**config.mk**
```make
export PLATFORM = sky130hd
export DESIGN_NAME = modbus_rtu_frame_receiver_top
export DESIGN_NICKNAME = d
export VERILOG_FILES = /design/src/hw/rtl/mbrtu_pkg.sv /design/src/hw/rtl/modbus_rtu_frame_receiver_top.sv
export SDC_FILE = /design/constraint.sdc
export NUM_CORES = 1
export LEC_CHECK = 0
export BUFFER_PORTS_ARGS = -buffer_cell sky130_fd_sc_hd__buf_4
export CAP_MARGIN = 20
export CORE_MARGIN = 2
export CORE_UTILIZATION = 30
export CTS_CLUSTER_DIAMETER = 40
export CTS_CLUSTER_SIZE = 10
export DETAILED_ROUTE_END_ITERATION = 12
export HOLD_SLACK_MARGIN = 0.08
export PLACE_DENSITY = 0.43
export SYNTH_ARGS = -nofsm -noshare
export SYNTH_HDL_FRONTEND = slang
export SYNTH_SLANG_ARGS = --single-unit
```
**constraint.sdc**
```tcl
create_clock -name clk -period 3.7 [get_ports clk]
set_input_delay 0.555 -clock clk [delete_from_list [all_inputs] [get_ports clk]]
set_output_delay 0.555 -clock clk [all_outputs]
set_load 0.1 [all_outputs]
```
**src/hw/rtl/mbrtu_pkg.sv**
```systemverilog
package mbrtu_pkg;

  localparam int BUFFER_DEPTH  = 64;
  localparam int MIN_FRAME_LEN = 4;

  localparam int BUF_AW = $clog2(BUFFER_DEPTH);
  localparam int CNT_W  = $clog2(BUFFER_DEPTH + 1);
  localparam int DLEN_W = 6;

  localparam logic [15:0] CRC_INIT = 16'hFFFF;
  localparam logic [15:0] CRC_POLY = 16'hA001;

  localparam logic [7:0] STATION_ADDRESS_RESET = 8'd1;

  localparam logic [0:0] REG_STATION_ADDRESS = 1'b0;

  typedef enum logic [1:0] {
    ST_OK    = 2'd0,
    ST_SHORT = 2'd1,
    ST_CRC   = 2'd2,
    ST_ADDR  = 2'd3
  } status_t;

  typedef enum logic [2:0] {
    S_IDLE,
    S_CRC,
    S_EVAL,
    S_READ,
    S_LOAD
  } rx_state_t;

endpackage

```
**src/hw/rtl/modbus_rtu_frame_receiver_top.sv**
```systemverilog
// Modbus RTU frame receiver. Bytes arrive on the s_ side with s_tuser low; each stored byte
// is folded into the CRC-16/MODBUS one bit per clock, and no new request is taken until
// that byte's bit steps are done. Bytes past the 64-entry frame store are accepted and
// dropped. A request with s_tuser high closes the frame: an evaluation state, then either a
// single fault result (too short, crc bad, not addressed) or the function code and data bytes
// with m_tlast on the final one; each payload byte passes a read and a load state because the
// frame store has one registered read port. Count and CRC clear as the evaluation completes;
// after the last result the block takes the next request while that result may still wait
// in the output register. The station address register sits at byte address 0 of the APB
// port (reset value 1). The store needs no clearing pass after reset.
module modbus_rtu_frame_receiver_top
  import mbrtu_pkg::*;
(
  input  logic        clk,
  input  logic        rst,
  // configuration
  input  logic        psel,
  input  logic        penable,
  input  logic        pwrite,
  input  logic [2:0]  paddr,
  input  logic [31:0] pwdata,
  output logic [31:0] prdata,
  output logic        pready,
  // received bytes
  input  logic        s_tvalid,
  output logic        s_tready,
  input  logic [7:0]  s_tdata,   // rx_byte[7:0]
  input  logic        s_tuser,   // frame_end
  // results
  output logic        m_tvalid,
  input  logic        m_tready,
  output logic [15:0] m_tdata,   // status[1:0], payload_byte[9:2], data_length[15:10]
  output logic        m_tlast    // last
);

  rx_state_t state, state_next;

  logic [7:0]        station_address;
  logic [CNT_W-1:0]  byte_count;
  logic [15:0]       running_crc;
  logic [2:0]        bit_cnt;
  logic [7:0]        addr_byte;
  logic [BUF_AW-1:0] rd_idx;
  logic [BUF_AW-1:0] last_idx;
  logic [DLEN_W-1:0] dlen;
  logic [7:0]        rd_data;
  logic [7:0]        frame_store [BUFFER_DEPTH];

  status_t           out_status;
  logic [7:0]        out_payload;
  logic [DLEN_W-1:0] out_len;

  logic    in_acc;
  logic    store_wr;
  logic    out_free;
  status_t eval_status;
  logic    load_fault;
  logic    load_ok;
  logic    byte_last;
  logic    cfg_wr;

  assign pready   = 1'b1;
  assign cfg_wr   = psel && penable && pwrite && (paddr[2] == REG_STATION_ADDRESS);
  assign prdata   = (paddr[2] == REG_STATION_ADDRESS) ? {24'd0, station_address} : 32'd0;

  assign m_tdata  = {out_len, out_payload, out_status};

  assign out_free = !m_tvalid || m_tready;
  assign byte_last = (rd_idx == last_idx);

  always_comb begin
    if (byte_count < CNT_W'(MIN_FRAME_LEN)) begin
      eval_status = ST_SHORT;
    end else if (running_crc != 16'd0) begin
      eval_status = ST_CRC;
    end else if (addr_byte != station_address) begin
      eval_status = ST_ADDR;
    end else begin
      eval_status = ST_OK;
    end
  end

  // next state
  always_comb begin
    state_next = state;
    case (state)
      S_IDLE: begin
        if (s_tvalid) begin
          if (s_tuser) begin
            state_next = S_EVAL;
          end else if (byte_count < CNT_W'(BUFFER_DEPTH)) begin
            state_next = S_CRC;
          end
        end
      end
      S_CRC: begin
        if (bit_cnt == 3'd7) begin
          state_next = S_IDLE;
        end
      end
      S_EVAL: begin
        if (out_free) begin
          state_next = (eval_status == ST_OK) ? S_READ : S_IDLE;
        end
      end
      S_READ: begin
        state_next = S_LOAD;
      end
      S_LOAD: begin
        if (out_free) begin
          state_next = byte_last ? S_IDLE : S_READ;
        end
      end
      default: begin
        state_next = S_IDLE;
      end
    endcase
  end

  // outputs and strobes
  always_comb begin
    s_tready   = (state == S_IDLE);
    in_acc     = s_tvalid && s_tready;
    store_wr   = in_acc && !s_tuser && (byte_count < CNT_W'(BUFFER_DEPTH));
    load_fault = (state == S_EVAL) && out_free && (eval_status != ST_OK);
    load_ok    = (state == S_LOAD) && out_free;
  end

  always_ff @(posedge clk) begin
    if (rst) begin
      state <= S_IDLE;
    end else begin
      state <= state_next;
    end
  end

  always_ff @(posedge clk) begin
    if (rst) begin
      station_address <= STATION_ADDRESS_RESET;
    end else if (cfg_wr) begin
      station_address <= pwdata[7:0];
    end
  end

  always_ff @(posedge clk) begin
    if (rst) begin
      byte_count  <= '0;
      running_crc <= CRC_INIT;
      bit_cnt     <= '0;
    end else begin
      if (store_wr) begin
        byte_count  <= byte_count + CNT_W'(1);
        running_crc <= running_crc ^ {8'd0, s_tdata};
        bit_cnt     <= '0;
      end else if (state == S_CRC) begin
        running_crc <= running_crc[0] ? ((running_crc >> 1) ^ CRC_POLY) : (running_crc >> 1);
        bit_cnt     <= bit_cnt + 3'd1;
      end else if ((state == S_EVAL) && out_free) begin
        byte_count  <= '0;
        running_crc <= CRC_INIT;
      end
    end
  end

  always_ff @(posedge clk) begin
    if (store_wr) begin
      frame_store[byte_count[BUF_AW-1:0]] <= s_tdata;
      if (byte_count == '0) begin
        addr_byte <= s_tdata;
      end
    end
    rd_data <= frame_store[rd_idx];
  end

  always_ff @(posedge clk) begin
    if ((state == S_EVAL) && out_free) begin
      rd_idx   <= BUF_AW'(1);
      last_idx <= BUF_AW'(byte_count - CNT_W'(3));
      dlen     <= DLEN_W'(byte_count - CNT_W'(4));
    end else if (load_ok && !byte_last) begin
      rd_idx <= rd_idx + BUF_AW'(1);
    end
  end

  always_ff @(posedge clk) begin
    if (rst) begin
      m_tvalid <= 1'b0;
    end else if (load_fault || load_ok) begin
      m_tvalid <= 1'b1;
    end else if (m_tready) begin
      m_tvalid <= 1'b0;
    end
  end

  always_ff @(posedge clk) begin
    if (load_fault) begin
      out_status  <= eval_status;
      out_payload <= 8'd0;
      out_len     <= '0;
      m_tlast     <= 1'b1;
    end else if (load_ok) begin
      out_status  <= ST_OK;
      out_payload <= rd_data;
      out_len     <= dlen;
      m_tlast     <= byte_last;
    end
  end

`ifndef ASSERT_OFF
  a_count_step: assert property (@(posedge clk) disable iff (rst)
    (s_tvalid && s_tready && !s_tuser && (byte_count < CNT_W'(BUFFER_DEPTH)))
      |=> (byte_count == $past(byte_count) + CNT_W'(1)))
    else $error("byte count did not advance on a stored byte");

  a_count_bound: assert property (@(posedge clk) disable iff (rst)
    byte_count <= CNT_W'(BUFFER_DEPTH))
    else $error("byte count beyond frame store depth");

  a_fault_shape: assert property (@(posedge clk) disable iff (rst)
    (m_tvalid && (out_status != ST_OK))
      |-> (out_payload == 8'd0 && out_len == '0 && m_tlast))
    else $error("fault result carries payload or lacks last");

  a_eval_clears: assert property (@(posedge clk) disable iff (rst)
    ((state == S_EVAL) && out_free)
      |=> (byte_count == '0 && running_crc == CRC_INIT))
    else $error("frame state not cleared after evaluation");
`endif

endmodule

```
# Word level (Yosys, flattened, before mapping)
# Memories as Yosys holds them, arrays and structs flattened. A register that Yosys moved wholly into a read port is not among the register bits.
# Index checks and enable logic that the tools add are counted.
# Widths: inputs -> output; s select.
[word_totals] n_memories=1 wordCells=92 inputBits=51 ramBits=512 out_inout_bits=52 ff_bits=81 mem_bits_ro=0 latch_bits=0
[mem_list] name="frame_store" words=64 word_bits=8 rd=1 rd_clocked_by_memory_dff=1 write_ports=1 line_no="modbus_rtu_frame_receiver_top.sv:47" source="logic [7:0] frame_store [BUFFER_DEPTH];"
[op_classes] div_mod_pow=0 shift=0 bitwise=3 order_cmp=2 n_addsub=5 muxes=26 n_reduce_logical=28 multipliers=0 eq_ne=13
[ops] operator="$mux 16" count=4
[ops] operator="$mux 7" count=3
[ops] operator="$mux 3" count=6
[ops] operator="$reduce_bool 16->1" count=1
[ops] operator="$xor 16x8->16" count=1
[ops] operator="$pmux 3 s5" count=1
[ops] operator="$mux 2" count=7
[ops] operator="$logic_and 1x1->1" count=10
[ops] operator="$ne 2x2->1 const B" count=5
[ops] operator="$mux 8" count=1
[ops] operator="$ne 8x8->1" count=1
[ops] operator="$reduce_bool 2->1" count=4
[ops] operator="$add 7x1->7 const B" count=1
[ops] operator="$logic_not 7->1" count=1
[ops] operator="$lt 7x3->1 const B" count=1
[ops] operator="$lt 7x7->1 const B" count=1
[ops] operator="$add 6x1->6 const B" count=1
[ops] operator="$eq 3x2->1 const B" count=2
[ops] operator="$eq 3x3->1 const B" count=2
[ops] operator="$eq 6x6->1" count=1
[ops] operator="$sub 6x2->6 const B" count=1
[ops] operator="$sub 6x3->6 const B" count=1
[ops] operator="$reduce_and 5->1" count=1
[ops] operator="$mux 1" count=4
[ops] operator="other kinds (12)" count=16

# Depth between registers and ports, before layout
# Gate-level depths: netlist of run 1.
[depth] ltp_word=8 ltp_mapped=9 depth_no_buf=7

# Least setup slack after synthesis of run 1
# Ideal clock, no wire load.
[synth_timing] path_kind="register to register" from="register state[0]" to="register state[1]" arrival_ns=3.082 period_less_slack_ns=3.182 path_stages_with_launch=5 path_slack_ns=0.518 path_buffers=1 setup_ns=0.099 required_ns=3.601 path_cell_list="dfxtp_1 buf_2 nor3_1 a22oi_1 a221oi_1"
[synth_between] elab_chain_len=3 elab_cells_between_ends=12 classes_between="eq/ne (9); mux (1); reduce/logical (2)"
[synth_rtl] item="start, declared" line_no="modbus_rtu_frame_receiver_top.sv:36" source="rx_state_t state, state_next;"
[synth_rtl] item="start signal, assigned" line_no="modbus_rtu_frame_receiver_top.sv:133" source="state <= state_next;"
[synth_rtl] item="$logic_not 3->1 *"
[synth_rtl] item="named net s_tready" line_no="modbus_rtu_frame_receiver_top.sv:26" source="output logic s_tready,"
[synth_rtl] item="$ne 3x1->1 (no line) / $ne 2x2->1 (equally long branches)"
[synth_rtl] item="$reduce_and 5->1 (no line)"
# The timed path passes the listed nets; every way through them passes the cells marked *.
# A chain may end at the register's enable or synchronous reset.

==> impl_metrics.env, run 1 <==
export IMPL_finalWirelength_mm=63.1
export IMPL_hold_class="in2reg"
export IMPL_synth_adder_area_share_pct=0.466
export IMPL_ir_drop_mv=0.370
export IMPL_grt_pass1_wl_mm=91.9
export IMPL_grt_util_all_layers_pct=15.3
export IMPL_slew_headroom_pct=33.0
export IMPL_ys_seq_elements=601
export IMPL_core_area_um2=80200
export IMPL_finalCritPeriodShare_pct=78.3
export IMPL_internal_power_uw=13700
export IMPL_row_count=104
export IMPL_critPathKind="reg2reg"
export IMPL_synth_simple_area_share_pct=5.46
export IMPL_p_comb_share_pct=8.6
export IMPL_p_leak_uw=0.00979
export IMPL_syn_area_um2=24200
export IMPL_finalNetCount=1624
export IMPL_cp_cell_sequence="buf_4, mux4_1, a22o_1, a211oi_1, a21oi_1, o211a_1"
export IMPL_fillCellCount=7572
export IMPL_die_area_um2=82900
export IMPL_path_delay_family="compound AO/OA/AOI/OAI gates"
export IMPL_overflow=0
export IMPL_total_power_uw=18000
export IMPL_yosys_warnings=0
export IMPL_max_cap_violations=0
export IMPL_fin_tns_setup_ps=0
export IMPL_grt_pass1_vias=13400
export IMPL_fmax_ghz=0.345
export IMPL_hold_depth=3
export IMPL_portBuffers=51
export IMPL_cts_sinks=601
export IMPL_drc=0
export IMPL_seq_power_share_pct=42.1
export IMPL_dp_hpwl_mm=39.1
export IMPL_die_w_um=288
export IMPL_crit_arrival_ps=3420
export IMPL_use_met3_pct=2.65
export IMPL_die_h_um=288
export IMPL_critPathMaxFanout=19
export IMPL_viasPerCell=4.81
export IMPL_ys_seq_area_share_pct=71.8
export IMPL_synth_ff_type="edfxtp_1"
export IMPL_worstRegToRegCells=6
export IMPL_start_util_pct=30.2
export IMPL_clk_transition_reported_paths_ps=50
export IMPL_cts_tree="built"
export IMPL_htree_levels=3
export IMPL_clock_skew_ps=29.1
export IMPL_synth_compound_area_share_pct=5.67
export IMPL_synth_top_family_by_area="multiplexers"
export IMPL_rsz0062_at_grt="no"
export IMPL_top_usage_layer="met2"
export IMPL_gp_congestion=0.756
export IMPL_crit_path_end_kind="flip-flop"
export IMPL_syn_area_per_cell_um2=17.4
export IMPL_worstMarginPinSlew_ps=1000
export IMPL_grt_max_degree=68
export IMPL_cp_depth=6
export IMPL_post_route_util_pct=36.6
export IMPL_cts_resized=0
export IMPL_synthCells=1391
export IMPL_grtUsageMet2_pct=25.0
export IMPL_ys_top_cells_by_count="edfxtp_1, nor2_1, mux4_2"
export IMPL_max_stage_delay_ps=620
export IMPL_numCtsBuffers=97
export IMPL_worstPathRequired_ps=4220
export IMPL_synthMuxAreaShare_pct=12.6
export IMPL_met1_usage_pct=20.8
export IMPL_switching_power_uw=4310
export IMPL_synthArstFlopShare_pct=0
export IMPL_yosys_area_top_type="edfxtp_1"
export IMPL_synth_area_top_cells="edfxtp_1, mux4_2, dfxtp_1"
export IMPL_ctsLongestPathBuffers=3
export IMPL_area_growth_pct=21.5
export IMPL_synth_xor_area_share_pct=0.905
export IMPL_crit_buf_inv=1
export IMPL_slew_viol_final=0
export IMPL_clk_latency_ps=640
export IMPL_clockPowerShare_pct=49.3
export IMPL_synth_edf_count=534
export IMPL_status="finished, final reports clean"
export IMPL_synth_most_common_cell="edfxtp_1"
export IMPL_via_count=13000
export IMPL_wl_per_cell_um=23.3
export IMPL_start_kind="flip-flop"
export IMPL_cts_setup_buffers=0
export IMPL_antenna_found_initial=0
export IMPL_p_per_area_nw_per_um2=612
export IMPL_cts_hold_buffers=0
export IMPL_hold_viol_final=0
export IMPL_ios=103
export IMPL_firstDrtPassIters=5
export IMPL_drt_iter0_drc=915
export IMPL_ant_nets=0
export IMPL_setup_violations=0
export IMPL_synth_cell_types=69
export IMPL_crit_slowest_cell="mux4_1"
export IMPL_fin_crit_ps=2900
export IMPL_sw_frac_of_total_pct=23.9
export IMPL_root_buffer="clkbuf_16"
export IMPL_drive_above_1_share_pct=25.7
export IMPL_synth_top_cell_area_share_pct=66.3
-- layout make-up --
type                    count  area [µm²]  share of cell area (%)
inverters                  15        56.3                   0.192
repair buffers            154        1210                    4.11
diodes                      1        2.50                 0.00852
clock buffers             119        2600                    8.85
clock inverters            63         642                    2.18
flip-flops and latches    601       17400                    59.2
multi-input cells         695        6160                    21.0
well taps                1060        1330                    4.51
-- worst reg2reg max path, delay by kind of cell, from the launching register on --
| family | cells | cell delay, ps |
|---|---|---|
| muxes | 1 | 630 |
| buffers and inverters | 1 | 300 |
| AOI/OAI and AO/OA | 4 | 1270 |
| DFF | 1 | 590 |
-- cells by family (layout without fill, tap and decap cells) --
kind of cell | count (synthesis) | in the layout
compound gates | 188 | 188
flops | 601 | 601
xor+xnor | 25 | 25
buf+inv | 118 | 351
simple gates | 273 | 273
fa+ha+maj | 9 | 9
mux | 175 | 175
other cells | 2 | 26
-- power groups by stage --
stage	clock network, µW	registers, µW	logic [µW]
6_report	8870	7560	1550
5_1_grt	9360	7570	1650
4_1_cts	9070	7560	1580
3_5_place_dp	0	7700	1580
3_3_place_gp	0	7690	1570
2_1_floorplan	0	7760	1030
-- flip-flops by register name, summed over array words and instances (netlist names), 6 cells and up --
signal and cells:
frame_store 512, running_crc 16, addr_byte 8, out_payload 8
rd_data 8, station_address 8, byte_count 7, dlen 6
last_idx 6, out_len 6, rd_idx 6
-- worst paths after layout --
path / start / endpoint / slack, ps
min reg2reg: rd_data[6]$_DFF_P_ / out_payload[6]$_SDFFE_PP0P_ / 430
min: pwdata[0] / station_address[0]$_SDFFE_PP1P_ / 150
max: rd_idx[0]$_SDFFE_PP1P_ / rd_data[3]$_DFF_P_ / 800
max reg2reg: rd_idx[0]$_SDFFE_PP1P_ / rd_data[3]$_DFF_P_ / 800
-- metal layers --
metal / wire [µm] / vias to the layer above
li1: - / 5868
met1: 28200 / 6773
met2: 30800 / 309
met3: 2850 / 85
met4: 1300 / 0
met5: 0 / -
-- layout by cell type (no fill, tap or decap), types with 21 or more instances in the layout --
| master | synthesis | final |
|---|---|---|
| edfxtp_1 | 534 | 534 |
| buf_4 | 41 | 150 |
| clkbuf_16 | 0 | 97 |
| nor2_1 | 96 | 96 |
| mux4_2 | 82 | 82 |
| mux2i_1 | 77 | 77 |
| nand2_1 | 66 | 66 |
| dfxtp_1 | 67 | 64 |
| a21oi_1 | 51 | 51 |
| conb_1 | 2 | 25 |
| nand3_1 | 23 | 23 |
| o221ai_1 | 21 | 21 |
| clkinv_2 | 0 | 21 |
-- metrics by stage --
stage	cells	instance area, µm²	hold slack [ps]	setup WS (ps)
2_1_floorplan	1414	24300	417	518
3_3_place_gp	2525	26100	438	782
3_5_place_dp	2525	26100	430	745
4_1_cts	2707	29400	109	739
5_1_grt	2707	29400	148	671
6_report	2708	29400	147	803
No activity file was read; power rests on OpenSTA's default activity.
==> run 2, diff against run 1 <==
- PLACE_DENSITY: 0.43 -> 0.44
- clock period: 3.7 -> 2.4 ns (I/O delays scaled with it)
==> run 2 against run 1 <==
  * Via count is 4.4% higher
  * Non-clock buffer count is 111 higher
  * Power is 66% higher
  * Core utilization is 1.9 points higher
  * Critical path type unchanged
  * Combinational power is 79% higher
  * Register-to-register slack worse by 770 ps
  * Critical endpoint is now rd_data[0]$_DFF_P_
==> impl_metrics.env, run 2 (same netlist as run 1, synthesis figures left out) <==
export IMPL_cts_tree="built"
export IMPL_drt_iter0_drc=1028
export IMPL_p_leak_uw=0.0106
export IMPL_clockPowerShare_pct=51.7
export IMPL_crit_slowest_cell="mux4_1"
export IMPL_pre_cts_slack_ps=-344
export IMPL_grt_max_degree=58
export IMPL_start_util_pct=30.2
export IMPL_sw_frac_of_total_pct=23.6
export IMPL_rr_startpoint="rd_idx[0]$_SDFFE_PP1P_"
export IMPL_die_area_um2=82900
export IMPL_critPathKind="reg2reg"
export IMPL_ios=103
export IMPL_max_stage_delay_ps=570
export IMPL_total_power_uw=29800
export IMPL_max_cap_violations=0
export IMPL_crit_path_end_kind="flip-flop"
export IMPL_area_growth_pct=27.9
export IMPL_wl_per_cell_um=23.6
export IMPL_grt_util_all_layers_pct=16.1
export IMPL_row_count=104
export IMPL_internal_power_uw=22800
export IMPL_cts_sinks=601
export IMPL_hold_viol_final=0
export IMPL_grt_pass1_wl_mm=96.0
export IMPL_die_w_um=288
export IMPL_whs_ps=120
export IMPL_slew_headroom_pct=43.6
export IMPL_firstDrtPassIters=5
export IMPL_ir_drop_mv=0.531
export IMPL_clk_latency_ps=650
export IMPL_grt_pass1_vias=14200
export IMPL_overflow=0
export IMPL_dp_hpwl_mm=42.3
export IMPL_fin_cells=2829
export IMPL_htree_levels=3
export IMPL_fin_crit_ps=2370
export IMPL_die_h_um=288
export IMPL_worst_slack_ps=34.5
export IMPL_largest_reg_flops=512
export IMPL_fillCellCount=7439
export IMPL_rsz0062_at_grt="yes"
export IMPL_portBuffers=51
export IMPL_root_buffer="clkbuf_16"
export IMPL_finalWirelength_mm=66.6
export IMPL_layout_common_cells="edfxtp_1, buf_4, clkbuf_16, nor2_1, mux4_2"
export IMPL_status="finished, final reports clean"
export IMPL_start_kind="flip-flop"
export IMPL_worstHoldStart="s_tuser"
export IMPL_critical_path_startpoint="rd_idx[0]$_SDFFE_PP1P_"
export IMPL_antenna_found_initial=0
export IMPL_drc=0
export IMPL_ctsLongestPathBuffers=3
export IMPL_p_comb_share_pct=9.3
export IMPL_hold_class="in2reg"
export IMPL_crit_arrival_ps=2900
export IMPL_p_per_area_nw_per_um2=964
export IMPL_critPathMaxFanout=13
export IMPL_antenna_cells=0
export IMPL_ant_nets=0
export IMPL_drive_above_1_share_pct=30.8
export IMPL_core_area_um2=80200
export IMPL_switching_power_uw=7020
export IMPL_clock_skew_ps=23.9
export IMPL_via_count=13600
export IMPL_viasPerCell=4.81
export IMPL_fmax_ghz=0.423
export IMPL_clk_transition_reported_paths_ps=60
export IMPL_cp_cell_sequence="buf_16, mux4_1, a22o_1, nor4b_4, buf_4, a311oi_1, o221a_1"
export IMPL_numCtsBuffers=103
export IMPL_worstPathRequired_ps=2940
export IMPL_slew_viol_final=0
export IMPL_final_common_cell="edfxtp_1"
export IMPL_seq_power_share_pct=39.0
export IMPL_setup_violations=0
export IMPL_worstMarginPinSlew_ps=846
export IMPL_finalCritPeriodShare_pct=98.6
export IMPL_dp_cells=2619
export IMPL_gp_congestion=0.821
export IMPL_fin_tns_setup_ps=0
export IMPL_finalNetCount=1741
[run 2: changes by cell type in the layout (fill, tap and decap cells not counted), sizes merged]
cell,change
diode,-1
bufinv,+11
inv,+1
clkinvlp,+4
buf,+101
clkinv,-3
dlygate4sd3,+9
clkbuf,-1
[run 2: path summary, 6_finish.rpt]
check | slack [ps] | end | cells past startpoint
max | 30 | rd_data[0]$_DFF_P_ | 7
min | 120 | state[0]$_SDFFE_PP0P_ | 4
max reg2reg | 30 | rd_data[0]$_DFF_P_ | 7
min reg2reg | 450 | m_tlast$_SDFFE_PP1P_ | 2
[run 2: area by class of cell]
class	instances	area, µm²	share of cell area [%]
Clock buffer	117	2670	8.64
Tap cell	1060	1330	4.29
Multi-Input combinational cell	695	6220	20.1
Timing Repair Buffer	265	2260	7.31
Inverter	15	56.3	0.182
Sequential cell	601	17400	56.2
Clock inverter	76	1010	3.27
[run 2: worst max-delay path, delay by kind of cell (launching register included)]
| family | cells | cell delay, ps |
|---|---|---|
| simple gates | 1 | 330 |
| buf+inv | 2 | 370 |
| flops | 1 | 430 |
| mux | 1 | 570 |
| compound gates | 3 | 550 |
[run 2: routing by layer]
layer  GRT usage [%]  part of all wire [%]
met1            21.2                    44
met2            26.5                    49
met3            2.83                   4.3
met4            5.95                   2.7
met5               0                     0
[run 2: repair_timing]
| item | in CTS | in global routing |
|---|---|---|
| hold endpoints to repair | 9 | 0 |
| buffers inserted | 3 | 4 |
| hold buffers | 9 | 0 |
| resized for setup | 6 | 5 |
| gates cloned | 0 | 1 |
| endpoints found under the setup margin | 3 | 22 |
[run 2: power groups by stage]
stage / Clock (µW) / Combinational, µW / Sequential, µW
floorplan: 0 / 1590 / 12000
global placement: 0 / 2700 / 11800
detailed placement: 0 / 2720 / 11800
CTS: 15700 / 2770 / 11600
global route: 16100 / 2940 / 11600
finish: 15400 / 2770 / 11600
[run 2: per-stage QoR]
stage	cell area (µm²)	util [%]
global route	30900	38.6
detailed placement	27000	33.7
global placement	27000	33.7
floorplan	24300	-
CTS	30900	38.5
finish	30900	38.6
==> run 3, diff against run 2 <==
- CORE_UTILIZATION: 30 -> 50
- PLACE_DENSITY: 0.44 -> 0.67
==> run 3 against run 2 <==
  * Clock power is 32% lower
  * Via count is 1.8% lower
  * Final cell count is 19% lower
  * Power is 18% lower
==> impl_metrics.env, run 3 (same netlist as run 1, synthesis figures left out) <==
export IMPL_status="finished, final reports clean"
export IMPL_worstHoldStart="m_tready"
export IMPL_internal_power_uw=18900
export IMPL_htree_levels=3
export IMPL_numCtsBuffers=78
export IMPL_gp_congestion=0.855
export IMPL_viasPerCell=5.86
export IMPL_rr_startpoint="rd_idx[0]$_SDFFE_PP1P_"
export IMPL_overflow=0
export IMPL_rsz0062_at_grt="no"
export IMPL_reg2reg_to="rd_data[0]$_DFF_P_"
export IMPL_layout_common_cells="edfxtp_1, buf_4, nor2_1, mux4_2, clkbuf_16"
export IMPL_die_h_um=224
export IMPL_hold_class="in2reg"
export IMPL_p_leak_uw=0.00973
export IMPL_final_common_cell="edfxtp_1"
export IMPL_antenna_found_initial=0
export IMPL_start_util_pct=50.7
export IMPL_ctsLongestPathBuffers=3
export IMPL_sw_frac_of_total_pct=23.1
export IMPL_finalCritPeriodShare_pct=96.2
export IMPL_die_w_um=224
export IMPL_drc=0
export IMPL_critPathKind="reg2reg"
export IMPL_setup_violations=0
export IMPL_worstRegToRegCells=6
export IMPL_area_growth_pct=18.2
export IMPL_seq_power_share_pct=47.2
export IMPL_holdPathEnd="m_tvalid$_SDFFE_PP0P_"
export IMPL_ir_drop_mv=0.635
export IMPL_finalWirelength_mm=55.3
export IMPL_crit_path_end_kind="flip-flop"
export IMPL_pre_cts_slack_ps=-6.20
export IMPL_max_cap_violations=0
export IMPL_grt_pass1_wl_mm=82.3
export IMPL_dp_cells=2145
export IMPL_clock_skew_ps=26.3
export IMPL_portBuffers=51
export IMPL_worst_slack_ps=90.6
export IMPL_cts_sinks=601
export IMPL_ant_nets=0
export IMPL_critPathMaxFanout=17
export IMPL_start_kind="flip-flop"
export IMPL_fillCellCount=3457
export IMPL_fin_cells=2281
export IMPL_via_count=13400
export IMPL_grt_max_degree=68
export IMPL_switching_power_uw=5690
export IMPL_clockPowerShare_pct=42.8
export IMPL_post_route_util_pct=59.9
export IMPL_fmax_ghz=0.433
export IMPL_cts_tree="built"
export IMPL_p_comb_share_pct=10.0
export IMPL_core_area_um2=47700
export IMPL_whs_ps=114
export IMPL_clk_transition_reported_paths_ps=50
export IMPL_crit_arrival_ps=2790
export IMPL_firstDrtPassIters=5
export IMPL_worstMarginPinSlew_ps=872
export IMPL_hold_viol_final=0
export IMPL_die_area_um2=50100
export IMPL_finalNetCount=1679
export IMPL_cts_setup_buffers=0
export IMPL_root_buffer="clkbuf_16"
export IMPL_total_power_uw=24600
export IMPL_antenna_cells=0
export IMPL_hold_depth=3
export IMPL_p_per_area_nw_per_um2=861
export IMPL_clk_latency_ps=590
export IMPL_slew_viol_final=0
export IMPL_drt_iter0_drc=1383
export IMPL_row_count=80
export IMPL_largest_reg_flops=512
export IMPL_ff2ff_setup_slack_ps=90
export IMPL_wl_per_cell_um=24.3
export IMPL_grt_util_all_layers_pct=22.3
export IMPL_dp_hpwl_mm=35.3
export IMPL_worstPathRequired_ps=2880
export IMPL_slew_headroom_pct=41.6
export IMPL_drive_above_1_share_pct=25.5
export IMPL_grt_pass1_vias=13300
export IMPL_ios=103
export IMPL_fin_crit_ps=2310
==> run 3: cell count changes in the layout (fill, tap and decap cells not counted), moves of 6 or more <==
cell	previous run	this run
clkinv_2	15	5
clkinvlp_4	10	2
buf_12	17	11
bufinv_16	20	2
inv_6	10	2
clkbuf_16	105	82
buf_4	237	208
clkbuf_1	11	26
==> run 3: worst max path at each step <==
stage / from / end / slack (ps)
after floorplan: state[2]$_SDFFE_PP0P_ / frame_store[21][0]$_DFFE_PP_ / 100
final: rd_idx[0]$_SDFFE_PP1P_ / rd_data[0]$_DFF_P_ / 90
after global placement: rd_idx[3]$_SDFFE_PP0P_ / rd_data[0]$_DFF_P_ / 60
after global routing: rd_idx[0]$_SDFFE_PP1P_ / rd_data[1]$_DFF_P_ / 6
after detailed placement: rd_idx[3]$_SDFFE_PP0P_ / rd_data[0]$_DFF_P_ / -6
after CTS: rd_idx[3]$_SDFFE_PP0P_ / rd_data[0]$_DFF_P_ / 8
==> run 3: layer usage <==
layer  share of wire, %  track usage [%]  up-vias
met5                  0                0        -
met2                 48             35.1      547
met4                3.0             7.42        0
met1                 42             31.4     6775
li1                   -                -     5929
met3                7.2             4.66      112
==> run 3: worst max-delay path, stage by stage (launching register included) <==
cell and delay [ps]:
dfxtp_4 410, buf_12 180, mux4_1 580, nor2b_1 160, a2111oi_2 450, a311oi_1 150, o221a_1 260
==> run 3: power groups by stage <==
stage	Clock, µW	Combinational [µW]	Sequential, µW
CTS	10700	2460	11600
detailed placement	0	2440	11800
finish	10500	2450	11600
global route	11100	2590	11600
global placement	0	2400	11800
floorplan	0	1590	12000
==> run 3: stage by stage <==
| stage | setup TNS, ps | instance area (µm²) |
|---|---|---|
| detailed placement | -6.20 | 26200 |
| CTS | 0 | 28600 |
| finish | 0 | 28600 |
| global placement | 0 | 26200 |
| floorplan | 0 | 24300 |
| global route | 0 | 28600 |
==> run 3: repair_timing <==
action,CTS,global route
endpoints found under the setup margin,0,8
hold endpoints to repair,8,0
hold buffers,8,0
resized for setup,0,2
==> run 3: layout make-up <==
class	count	area, µm²	share of cell area [%]
multi-input combinational	695	6170	21.6
clock inverter	18	159	0.556
sequential	601	17400	60.8
clock buffer	109	2160	7.57
timing repair buffer	228	1870	6.55
tap	615	769	2.69
inverter	15	56.3	0.197
